`config.mk`:
```
export PLATFORM = sky130hd
export DESIGN_NAME = ipv4_route_table_lpm
export DESIGN_NICKNAME = d
export VERILOG_FILES = /design/src/hdl/rtlpm_pkg.sv /design/src/hdl/ipv4_route_table_lpm.sv /design/src/hdl/rtlpm_ram.sv
export SDC_FILE = /design/constraint.sdc
export NUM_CORES = 2
export LEC_CHECK = 0
export BUFFER_PORTS_ARGS = -buffer_cell sky130_fd_sc_hd__buf_4
export CAP_MARGIN = 20
export CORE_MARGIN = 1.5
export CORE_UTILIZATION = 54
export CTS_BUF_LIST = sky130_fd_sc_hd__clkbuf_8
export CTS_CLUSTER_SIZE = 28
export DETAILED_ROUTE_END_ITERATION = 7
export PLACE_DENSITY_LB_ADDON = 0.3
export SLEW_MARGIN = 25
export SYNTH_ARGS = -nofsm -noshare
export SYNTH_HDL_FRONTEND = slang
export SYNTH_SLANG_ARGS = --single-unit
```
`constraint.sdc`:
```
create_clock -name i_clk -period 16.83 [get_ports i_clk]
set_input_delay 1.683 -clock i_clk [delete_from_list [all_inputs] [get_ports i_clk]]
set_output_delay 1.683 -clock i_clk [all_outputs]
set_load 0.005 [all_outputs]
```
`src/hdl/rtlpm_pkg.sv`:
```
// ----------------------------------------------------------------------------
// rtlpm_pkg
// shared types and constants of the ipv4 route table engine
// ----------------------------------------------------------------------------
package rtlpm_pkg;

    localparam int TableDepth = 16;
    localparam int IdxW       = $clog2(TableDepth);
    localparam int CntW       = $clog2(TableDepth + 1);

    // entry layout: port_present, port, flags, ifaddr, gateway, mask, dest
    localparam int EntryW = 1 + 4 + 8 + 32 * 4;

    typedef enum logic [1:0] {
        CMD_ADD    = 2'd0,
        CMD_DELETE = 2'd1,
        CMD_LOOKUP = 2'd2,
        CMD_READ   = 2'd3
    } t_cmd;

    typedef enum logic [1:0] {
        ST_OK       = 2'd0,
        ST_REJECT   = 2'd1,
        ST_NO_ROUTE = 2'd2,
        ST_FULL     = 2'd3
    } t_status;

    localparam logic [7:0] FlagUp    = 8'h01;
    localparam logic [7:0] FlagGw    = 8'h02;
    localparam logic [7:0] FlagLocal = 8'h04;
    localparam logic [7:0] FlagConn  = 8'h08;

    // preference codes, ordered like 300 / 200 / 100 / 0
    localparam logic [1:0] PrefLocal = 2'd3;
    localparam logic [1:0] PrefConn  = 2'd2;
    localparam logic [1:0] PrefOther = 2'd1;
    localparam logic [1:0] PrefDflt  = 2'd0;

    typedef struct packed {
        logic        port_present;
        logic [3:0]  port;
        logic [7:0]  flags;
        logic [31:0] ifaddr;
        logic [31:0] gateway;
        logic [31:0] mask;
        logic [31:0] dest;
    } t_entry;

    function automatic logic [1:0] pref_of(input logic [7:0] flags, input logic [31:0] mask);
        logic [1:0] p;
        if ((flags & FlagLocal) != 8'd0)     p = PrefLocal;
        else if ((flags & FlagConn) != 8'd0) p = PrefConn;
        else if (mask == 32'd0)              p = PrefDflt;
        else                                 p = PrefOther;
        return p;
    endfunction

endpackage

```
`src/hdl/ipv4_route_table_lpm.sv`:
```
// ----------------------------------------------------------------------------
// ipv4_route_table_lpm
// ordered ipv4 route table with add, delete, longest prefix lookup and read
// ----------------------------------------------------------------------------
// flow: a rejected add goes straight to the result, a read fetches the one
//   entry, add or lookup scan the entries (an add stops at a matching entry)
// delete scans, then shifts later entries down one per cycle
// throughput: one transaction at a time, a new one is taken only after the
//   result has been accepted
// reset: entry count cleared, table contents left undefined
module ipv4_route_table_lpm
    import rtlpm_pkg::*;
(
    input  logic        i_clk,
    input  logic        i_rst_n,
    input  logic        i_valid,
    output logic        o_ready,
    input  logic [1:0]  i_cmd,
    input  logic [31:0] i_route_dest,
    input  logic [31:0] i_route_mask,
    input  logic [31:0] i_route_gateway,
    input  logic [31:0] i_route_ifaddr,
    input  logic [7:0]  i_route_flags,
    input  logic [3:0]  i_port_index,
    input  logic        i_port_present,
    input  logic [31:0] i_lookup_address,
    input  logic [3:0]  i_entry_index,
    output logic        o_valid,
    input  logic        i_ready,
    output logic [1:0]  o_status,
    output logic [31:0] o_hit_dest,
    output logic [31:0] o_hit_mask,
    output logic [31:0] o_hit_gateway,
    output logic [31:0] o_hit_ifaddr,
    output logic [7:0]  o_hit_flags,
    output logic [3:0]  o_hit_port,
    output logic        o_hit_port_present,
    output logic [31:0] o_next_hop,
    output logic [3:0]  o_hit_position,
    output logic [4:0]  o_entry_count
);
    typedef enum logic [5:0] {
        S_IDLE  = 6'b000001,
        S_SCAN  = 6'b000010,
        S_SHIFT = 6'b000100,
        S_FETCH = 6'b001000,
        S_DONE  = 6'b010000,
        S_OUT   = 6'b100000
    } t_state;

    t_state r_state, n_state;

    // captured transaction
    t_cmd        r_cmd;
    t_entry      r_req;
    logic [31:0] r_addr;
    logic [IdxW-1:0] r_idx;

    logic [CntW-1:0] r_count, n_count;
    logic [CntW-1:0] r_ptr, n_ptr;      // address issued to the ram
    logic            r_rd_vld, n_rd_vld; // ram data valid this cycle
    logic [IdxW-1:0] r_rd_pos, n_rd_pos;

    // best match tracking
    logic            r_have, n_have;
    t_entry          r_best, n_best;
    logic [IdxW-1:0] r_best_pos, n_best_pos;
    logic [1:0]      r_best_pref, n_best_pref;

    // ram ports
    logic            ram_we;
    logic [IdxW-1:0] ram_waddr, ram_raddr;
    t_entry          ram_wdata, ram_rdata;

    // result register
    logic        r_ovalid;
    t_status     r_status, n_status;
    t_entry      r_hit, n_hit;
    logic [31:0] r_next_hop, n_next_hop;
    logic [IdxW-1:0] r_hit_pos, n_hit_pos;

    logic [CntW-1:0] r_count_ok;

    rtlpm_ram #(.Width(EntryW), .Depth(TableDepth)) u_ram (
        .i_clk   (i_clk),
        .i_we    (ram_we),
        .i_waddr (ram_waddr),
        .i_wdata (ram_wdata),
        .i_raddr (ram_raddr),
        .o_rdata (ram_rdata)
    );

    logic       in_fire;
    logic       match_add, match_del, match_lkp, better;
    logic [1:0] cur_pref;

    assign in_fire = i_valid && o_ready;
    assign o_ready = (r_state == S_IDLE) && !r_ovalid;
    assign ram_raddr = r_ptr[IdxW-1:0];

    // compare of the entry just read
    always_comb begin
        match_add = (ram_rdata.dest == r_req.dest) && (ram_rdata.mask == r_req.mask) &&
                    ram_rdata.port_present && r_req.port_present &&
                    (ram_rdata.port == r_req.port);
        match_del = (ram_rdata.dest == r_req.dest) && (ram_rdata.mask == r_req.mask);
        match_lkp = ((ram_rdata.flags & FlagUp) != 8'd0) &&
                    ((r_addr & ram_rdata.mask) == (ram_rdata.dest & ram_rdata.mask));
        cur_pref  = pref_of(ram_rdata.flags, ram_rdata.mask);
        better    = !r_have || (ram_rdata.mask > r_best.mask) ||
                    ((ram_rdata.mask == r_best.mask) && (cur_pref > r_best_pref));
    end

    // command sequencer
    always_comb begin
        n_state     = r_state;
        n_count     = r_count;
        n_ptr       = r_ptr;
        n_rd_vld    = 1'b0;
        n_rd_pos    = r_ptr[IdxW-1:0];
        n_have      = r_have;
        n_best      = r_best;
        n_best_pos  = r_best_pos;
        n_best_pref = r_best_pref;
        n_status    = r_status;
        n_hit       = r_hit;
        n_next_hop  = r_next_hop;
        n_hit_pos   = r_hit_pos;
        ram_we      = 1'b0;
        ram_waddr   = r_rd_pos;
        ram_wdata   = r_req;
        unique case (r_state)
            S_IDLE: begin
                n_ptr  = '0;
                n_have = 1'b0;
                if (in_fire) begin
                    n_hit      = '0;
                    n_next_hop = '0;
                    n_hit_pos  = '0;
                    n_status   = ST_OK;
                    if (t_cmd'(i_cmd) == CMD_READ) begin
                        n_ptr   = CntW'(i_entry_index);
                        n_state = S_FETCH;
                    end else if (t_cmd'(i_cmd) == CMD_ADD &&
                                 i_route_dest == 32'd0 && i_route_mask != 32'd0) begin
                        n_status = ST_REJECT;
                        n_state  = S_DONE;
                    end else begin
                        n_state = S_SCAN;
                    end
                end
            end
            S_SCAN: begin
                // issue next address while the previous read returns
                if (r_ptr < r_count) begin
                    n_ptr    = r_ptr + 1'b1;
                    n_rd_vld = 1'b1;
                end
                if (r_rd_vld) begin
                    unique case (r_cmd)
                        CMD_ADD: if (match_add) begin
                            ram_we     = 1'b1;
                            ram_wdata  = ram_rdata;
                            ram_wdata.gateway = r_req.gateway;
                            ram_wdata.ifaddr  = r_req.ifaddr;
                            ram_wdata.flags   = r_req.flags;
                            n_hit     = ram_wdata;
                            n_hit_pos = r_rd_pos;
                            n_state   = S_DONE;
                        end
                        CMD_DELETE: if (match_del) begin
                            n_hit     = ram_rdata;
                            n_hit_pos = r_rd_pos;
                            // restart reads at the next entry for the shift
                            n_ptr     = CntW'(r_rd_pos) + 1'b1;
                            n_rd_vld  = 1'b0;
                            n_state   = S_SHIFT;
                        end
                        default: if (match_lkp && better) begin
                            n_have      = 1'b1;
                            n_best      = ram_rdata;
                            n_best_pos  = r_rd_pos;
                            n_best_pref = cur_pref;
                        end
                    endcase
                end
                // scan finished with no early exit
                if (n_state == S_SCAN && !n_rd_vld && !(r_ptr < r_count)) begin
                    unique case (r_cmd)
                        CMD_ADD: begin
                            if (r_count >= CntW'(TableDepth)) begin
                                n_status = ST_FULL;
                            end else begin
                                ram_we    = 1'b1;
                                ram_waddr = r_count[IdxW-1:0];
                                ram_wdata = r_req;
                                n_hit     = r_req;
                                n_hit_pos = r_count[IdxW-1:0];
                                n_count   = r_count + 1'b1;
                            end
                        end
                        CMD_DELETE: n_status = ST_REJECT;
                        default: begin
                            if (!n_have) begin
                                n_status = ST_NO_ROUTE;
                            end else begin
                                n_hit      = n_best;
                                n_hit_pos  = n_best_pos;
                                n_next_hop = ((n_best.flags & FlagGw) != 8'd0) ?
                                             n_best.gateway : r_addr;
                            end
                        end
                    endcase
                    n_state = S_DONE;
                end
            end
            S_SHIFT: begin
                // read entry i+1, write it at i
                if (r_rd_vld) begin
                    ram_we    = 1'b1;
                    ram_waddr = r_rd_pos - 1'b1;
                    ram_wdata = ram_rdata;
                end
                if (r_ptr < r_count) begin
                    n_ptr    = r_ptr + 1'b1;
                    n_rd_vld = 1'b1;
                end else begin
                    n_count = r_count - 1'b1;
                    n_state = S_DONE;
                end
            end
            S_FETCH: begin
                if (!r_rd_vld) begin
                    n_rd_vld = 1'b1;
                    if (r_ptr >= r_count) begin
                        n_status = ST_NO_ROUTE;
                        n_state  = S_DONE;
                    end
                end else begin
                    n_hit     = ram_rdata;
                    n_hit_pos = r_rd_pos;
                    n_state   = S_DONE;
                end
            end
            S_DONE: begin
                n_state = S_OUT;
            end
            S_OUT: begin
                n_state = S_IDLE;
            end
            default: n_state = S_IDLE;
        endcase
    end

    // control registers
    always_ff @(posedge i_clk) begin
        if (!i_rst_n) begin
            r_state  <= S_IDLE;
            r_count  <= '0;
            r_rd_vld <= 1'b0;
            r_ovalid <= 1'b0;
        end else begin
            r_state  <= n_state;
            r_count  <= n_count;
            r_rd_vld <= n_rd_vld;
            if (r_state == S_DONE) begin
                r_ovalid <= 1'b1;
            end else if (i_ready) begin
                r_ovalid <= 1'b0;
            end
        end
    end

    // payload registers
    always_ff @(posedge i_clk) begin
        r_ptr       <= n_ptr;
        r_rd_pos    <= n_rd_pos;
        r_have      <= n_have;
        r_best      <= n_best;
        r_best_pos  <= n_best_pos;
        r_best_pref <= n_best_pref;
        r_status    <= n_status;
        r_hit       <= n_hit;
        r_next_hop  <= n_next_hop;
        r_hit_pos   <= n_hit_pos;
        if (r_state == S_DONE) begin
            r_count_ok <= r_count;
        end
        if (in_fire) begin
            r_cmd              <= t_cmd'(i_cmd);
            r_req.dest         <= i_route_dest;
            r_req.mask         <= i_route_mask;
            r_req.gateway      <= i_route_gateway;
            r_req.ifaddr       <= i_route_ifaddr;
            r_req.flags        <= i_route_flags | FlagUp;
            r_req.port         <= i_port_index;
            r_req.port_present <= i_port_present;
            r_addr             <= i_lookup_address;
            r_idx              <= i_entry_index;
        end
    end

    // result port
    assign o_valid            = r_ovalid;
    assign o_status           = r_status;
    assign o_hit_dest         = r_hit.dest;
    assign o_hit_mask         = r_hit.mask;
    assign o_hit_gateway      = r_hit.gateway;
    assign o_hit_ifaddr       = r_hit.ifaddr;
    assign o_hit_flags        = r_hit.flags;
    assign o_hit_port         = r_hit.port;
    assign o_hit_port_present = r_hit.port_present;
    assign o_next_hop         = (r_cmd == CMD_LOOKUP) ? r_next_hop : 32'd0;
    assign o_hit_position     = (r_cmd == CMD_READ && r_status == ST_OK) ? r_idx : r_hit_pos;
    assign o_entry_count      = r_count_ok;
endmodule

```
`src/hdl/rtlpm_ram.sv`:
```
// ----------------------------------------------------------------------------
// rtlpm_ram
// generic single write port ram with registered read
// ----------------------------------------------------------------------------
module rtlpm_ram #(
    parameter int Width = 8,
    parameter int Depth = 16
) (
    input  logic                     i_clk,
    input  logic                     i_we,
    input  logic [$clog2(Depth)-1:0] i_waddr,
    input  logic [Width-1:0]         i_wdata,
    input  logic [$clog2(Depth)-1:0] i_raddr,
    output logic [Width-1:0]         o_rdata
);
    logic [Width-1:0] r_mem [Depth];
    logic [Width-1:0] r_rdata;

    // write port and registered read port
    always_ff @(posedge i_clk) begin
        if (i_we) begin
            r_mem[i_waddr] <= i_wdata;
        end
        r_rdata <= r_mem[i_raddr];
    end

    assign o_rdata = r_rdata;
endmodule

```
**After elaboration in Yosys (flattened, before gate mapping)**

Memory sizes are Yosys's and may differ from the RTL's. A register that Yosys moved wholly into a read port is not among the register bits.
Cells that the tools add are included.

- $add $sub $neg: 5
- Multiply operators: 0
- Div/mod/pow operators: 0
- $lt $le $gt $ge: 5
- Eq/ne operators: 28
- Shifts and indexed selects: 0
- Mux-type cells: 112
- Bitwise operators: 3
- Reduce and logical (&&, ||, !) cells: 38

Operator list:

| kind | count |
|---|---|
| $mux W141 | 19 |
| $pmux W141 S2 | 3 |
| $pmux W141 S3 | 1 |
| $mux W32 | 6 |
| $eq A32 B32 Y1 | 4 |
| $mux W4 | 18 |
| $and A32 B32 Y32 | 2 |
| $logic_not A32 Y1 | 2 |
| $pmux W32 S2 | 1 |
| $mux W6 | 9 |
| $mux W5 | 10 |
| $gt A32 B32 Y1 | 1 |
| $reduce_bool A32 Y1 | 1 |
| $pmux W6 S5 | 1 |
| $mux W1 | 24 |
| $pmux W4 S2 | 3 |
| $ne A2 B2 Y1 const B | 10 |
| $mux W2 | 8 |
| $pmux W5 S3 | 1 |
| $logic_and A1 B1 Y1 | 14 |
| $eq A6 B2 Y1 const B | 2 |
| $pmux W4 S3 | 1 |
| $pmux W6 S2 | 1 |
| $add A5 B1 Y5 const B | 2 |
| 32 further kinds | 47 |

- Bits in registers: 532
- Bits in latches: 0
- Memory bits (writable): 2256
- Memory bits (read-only): 0
- Bits of input ports: 183
- Output and inout port bits: 186
- Memories kept: 1

Memory list:

| memory | depth | width | read ports | clocked after memory_dff | write ports | RTL line | RTL |
|---|---|---|---|---|---|---|---|
| u_ram.r_mem | 16 | 141 | 1 | 1 | 1 | rtlpm_ram.sv:16 | `logic [Width-1:0] r_mem [Depth];` |

**Longest topological paths before layout**

- Depth after elaboration: 17
- Depth in mapped cells: 19
- Mapped depth without buffers: 15

**Hierarchy**

Synthesis repeated with hierarchy kept, for this count alone.

- Cell total of the unflattened synthesis: 6222
- Area total of the unflattened synthesis: 116604.3 sq um

Modules (own cells, without submodules):

| module | times used | cells an instance | area each (sq um) |
|---|---|---|---|
| rtlpm_ram | 1 | 3679 | 87463.9 |
| ipv4_route_table_lpm | 1 | 2543 | 29140.4 |

**Least setup slack after synthesis**

OpenSTA, ideal clock, no wires.

- Path type: in2reg
- From: in i_valid
- To: reg r_hit (netlist bit o_hit_dest[0]), enable pin
- Library setup time: 864 ps
- Data arrival time: 12540 ps
- Path slack: 3426 ps
- Cell stages on the path: 3
- Path buffers: 0
- Cells stage by stage: nor2b_1 > nor2_1 > a211oi_1

- Cells in the longest elaborated chain, start to end: 3

RTL lines:

| element | RTL line | RTL |
|---|---|---|
| start, declared | ipv4_route_table_lpm.sv:16 | `input logic i_valid,` |
| $logic_and A1 B1 Y1 | ipv4_route_table_lpm.sv:97 | `assign in_fire = i_valid && o_ready;` |
| $ne A2 B2 Y1 (no line) | n/a |  |
| $reduce_and A3 Y1 (no line) | n/a |  |
| end signal, assigned | ipv4_route_table_lpm.sv:283 | `r_hit <= n_hit;` |
| end, declared | ipv4_route_table_lpm.sv:78 | `t_entry r_hit, n_hit;` |

No other way between the ends.
A chain may end at the register's enable or synchronous reset.

**Worst setup path after layout**

- From: reg r_req[2] (netlist name)
- To: mem u_ram.r_mem[5][91] (netlist name), enable pin

- Cells in the longest elaborated chain, start to end: 16

RTL lines:

| element | RTL line | RTL |
|---|---|---|
| start, declared | ipv4_route_table_lpm.sv:55 | `t_entry r_req;` |
| $eq A32 B32 Y1 (*) | ipv4_route_table_lpm.sv:103, ipv4_route_table_lpm.sv:106 |  |
| $logic_and A1 B1 Y1 (*) | ipv4_route_table_lpm.sv:103, ipv4_route_table_lpm.sv:106 |  |
| $logic_and A1 B1 Y1 | ipv4_route_table_lpm.sv:103 | `match_add = (ram_rdata.dest == r_req.dest) && (ram_rdata.mask == r_req.mask) &&` |
| $logic_and A1 B1 Y1 (2 in series) | ipv4_route_table_lpm.sv:104 | `ram_rdata.port_present && r_req.port_present &&` |
| $mux W6 | ipv4_route_table_lpm.sv:161 | `CMD_ADD: if (match_add) begin` |
| $pmux W6 S2 | ipv4_route_table_lpm.sv:160 | `unique case (r_cmd)` |
| $mux W6 | ipv4_route_table_lpm.sv:159 | `if (r_rd_vld) begin` |
| $mux W6 | ipv4_route_table_lpm.sv:132 | `unique case (r_state)` |
| $eq A6 B2 Y1 | ipv4_route_table_lpm.sv:188 | `if (n_state == S_SCAN && !n_rd_vld && !(r_ptr < r_count)) begin` |
| $logic_and A1 B1 Y1 (2 in series) | ipv4_route_table_lpm.sv:188 |  |
| $mux W1 | ipv4_route_table_lpm.sv:188 |  |
| $pmux W1 S2 | ipv4_route_table_lpm.sv:132 |  |
| $mux W1 | rtlpm_ram.sv:21 | `if (i_we) begin` |
| $mux W1 (not written as such) | rtlpm_ram.sv:22 | `r_mem[i_waddr] <= i_wdata;` |
| end, declared | rtlpm_ram.sv:16 |  |

Mark *: on every way between the ends. The rest lies on a longest branch, timed or not. The select of a mux whose other input is x is not followed.

==> run summary <==
Synth-to-Final Area Change: 13.2%
Most frequent cells after synthesis: 2,771 x edfxtp_1, 705 x mux4_2, 469 x nand2_1
CTS Root Cell: clkbuf_8
Worst-skew pair later-pin latency: 1130 ps
Worst EP required: 17,520 ps
DR WL/cell: 33.3 um
Largest net degree at the start of global routing: 154
Worst Setup Start Kind: flop
Core area: 214,000 um^2
Starting Density: 0.543
Final Hold Slack: 517 ps
CTS resizes: 0
Pre-CTS WS: 9130 ps
Avg Inst Size Synth: 19.5 um^2
Layout cells sized above 1: 0.291
Top Ports: 369
CTS tree: built
Unrepaired setup endpoints after global routing: no
Post-CTS setup buffers: 0
Flop2flop setup slack: 8950 ps
RR Startpoint: r_req[2]$_DFFE_PP_
Post-synth EDFFs: 2,771
Synth area leaders: edfxtp_1 71%, mux4_2 14%, dfxtp_1 2.7%, nand2_1 1.5%, mux2_2 1.4%
Buf/Inv on CP: 3
RR Endpoint: u_ram.r_mem[5][91]$_DFFE_PP_
IO buf count: 367
DIE WIDTH: 467 um
Vias: 64,400
Post-route setup slack: 8950 ps
1st-pass router iterations: 8
Max-slew headroom: 0.162
Cell area power density: 139 nW/um^2
Mapped Area: 116,000 um^2
Clock buffer depth: 4
Slowest cell on crit path: buf_4
R2R cell count: 12
First-pass GRT wire length: 462 mm
Crit path capture: u_ram.r_mem[5][91]$_DFFE_PP_
Clock skew: 104 ps
Vias in the first global route: 64,400
Worst endpoint data arrival time: 8570 ps
H-tree levels: 5
Seq/Total Area, Yosys: 0.742
Die Span Y: 467 um
Count of final max-slew check failures: 0
Post-CTS Hold Buffers: 0
P_leak: 43.9 nW
Status: finished clean
Most Frequent Cell on Critical Path: buf_4
Post-Syn Nets: 6,214
Top-count cell post-synth: edfxtp_1
Hold Crit Class: reg2reg
Worst-path clk slew: 60 ps
Setup tns final: 0 ps
Ys flop type: edfxtp_1
Post-synth ARST share: 0
Critical-path cell list: xnor2_1, nand4_1, nor4_2, nand4_1, mux2i_2, nor4_4, buf_4, a221o_1, or4b_1, nor2_4, buf_4, buf_4
Yosys cell types: 76
Critical path peak fanout: 44
Synthesis warning total: 0
Max VDD drop: 0.000109 V
Row Count: 170
Non-filler instance count after layout: 9,836
Period utilization: 0.468
Critical path depth in cells: 12
Slowest stage delay, CP: 910 ps
Cells after synthesis: 5,985
Final core occ: 0.615
Die area: 218,000 um^2
Grt ovf: 0
GRT Util Overall: 0.299
Worst slew pin tran: 1260 ps
Final ANT Viol Nets: 0
Crit path max-delay family: simple AND/OR/NAND/NOR gates
CP endpoint kind: flop
Final hold vios: 0
Dominant cell type by area after synthesis: edfxtp_1
Final #Nets: 6,839
DRC: 0
Number of max-cap violations: 0
Initial antenna violation count: 15
Seq cells post-synth: 2,929
Dpl cells: 8,977
Fmax: 127 MHz
Setup crit start: r_req[2]$_DFFE_PP_
Drt total wl: 328 mm
Crit Path Class: reg2reg
DRT iter0 DRCs: 9,042
CTS Buf Count: 465
Clock sinks: 2,929
Routability Congestion: 0.942
Vias per cell: 6.55
Post-route minimum period: 7880 ps
Synth top area share: 0.715
Post-DP HPWL: 187 mm
Setup violators final: 0
## per-layer routing
layer  part of all wire  wire length [um]  GRT usage  vias to the layer above
li1                   -                 -          -                    25800
met1               0.36            118000      0.399                    33400
met2               0.47            154000      0.464                     4432
met5           0.000040                13          0                        -
met4              0.061             20100      0.165                        2
met3               0.11             35100     0.0636                      747
## area by class of cell
type,instances,area (um^2)
sequential,2929,86400
multi-input combinational,2596,28500
inverter,102,398
clock inverter,325,1580
antenna,12,30.0
clock buffer,518,7130
timing repair buffer,516,4170
fill,15000,82600
tap,2838,3550
## sequential cells by signal, indices dropped and copies added (netlist names), 5 cells and up
| signal | cells |
|---|---|
| r_count | 5 |
| o_hit_gateway | 32 |
| r_best | 141 |
| r_state | 6 |
| r_req | 140 |
| o_hit_mask | 32 |
| u_ram.o_rdata | 141 |
| o_hit_dest | 32 |
| o_hit_ifaddr | 32 |
| r_ptr | 5 |
| u_ram.r_mem | 2256 |
| r_addr | 32 |
| o_entry_count | 5 |
| o_hit_flags | 8 |
| r_next_hop | 32 |
## metrics by stage
step / cell area, um^2 / power [mW]
final: 132000 / 18.3
after floorplan: 116000 / 11.3
after global placement: 123000 / 12.6
after detailed placement: 123000 / 12.7
after global routing: 132000 / 18.8
after CTS: 132000 / 18.3
## how the worst min path moves through the flow
stage | start | endpoint | slack [ps] | depth (start not counted)
2_1_floorplan | r_ptr[2]$_DFFE_PP_ | r_rd_pos[2]$_DFF_P_ | 370 | 0
3_3_place_gp | o_valid$_SDFFE_PN0P_ | o_valid$_SDFFE_PN0P_ | 500 | 2
3_5_place_dp | o_valid$_SDFFE_PN0P_ | o_valid$_SDFFE_PN0P_ | 510 | 2
4_1_cts | o_valid$_SDFFE_PN0P_ | o_valid$_SDFFE_PN0P_ | 520 | 2
5_1_grt | r_count[4]$_SDFFE_PN0P_ | o_entry_count[4]$_DFFE_PP_ | 550 | 0
6_report | o_valid$_SDFFE_PN0P_ | o_valid$_SDFFE_PN0P_ | 520 | 2
## placed cells by master (no fill, tap or decap), types with 56 or more instances in the layout
cell type     n
a21oi_1      82
a22oi_1      87
buf_4       494
clkbuf_8    518
clkinv_1     65
clkinv_2     57
dfxtp_1     158
edfxtp_1   2771
inv_1       283
mux2_2      146
mux4_2      705
nand2_1     464
nand3_1      67
nor2_1      171
o211ai_1     56
o21ai_0     100
xnor2_1      65
## where the power goes
group / switching [mW] / internal [mW]
logic: 1.82 / 1.57
registers: 0.633 / 8.55
clock network: 2.74 / 2.94
## cells by family after synthesis
logic type	share of synthesized area
buf+inv	0.0154
xor+xnor	0.00874
fa+ha+maj	0.00501
mux	0.155
compound gates	0.0398
simple gates	0.0341
flops	0.742
## worst reg2reg max path: stages (launching register included)
cell and delay [ps]:
edfxtp_1 430, xnor2_1 680, nand4_1 350, nor4_2 490, nand4_1 600, mux2i_2 450, nor4_4 320, buf_4 550
a221o_1 340, or4b_1 660, nor2_4 840, buf_4 930, buf_4 820
Note: power is estimated with default switching activity, not from simulation.
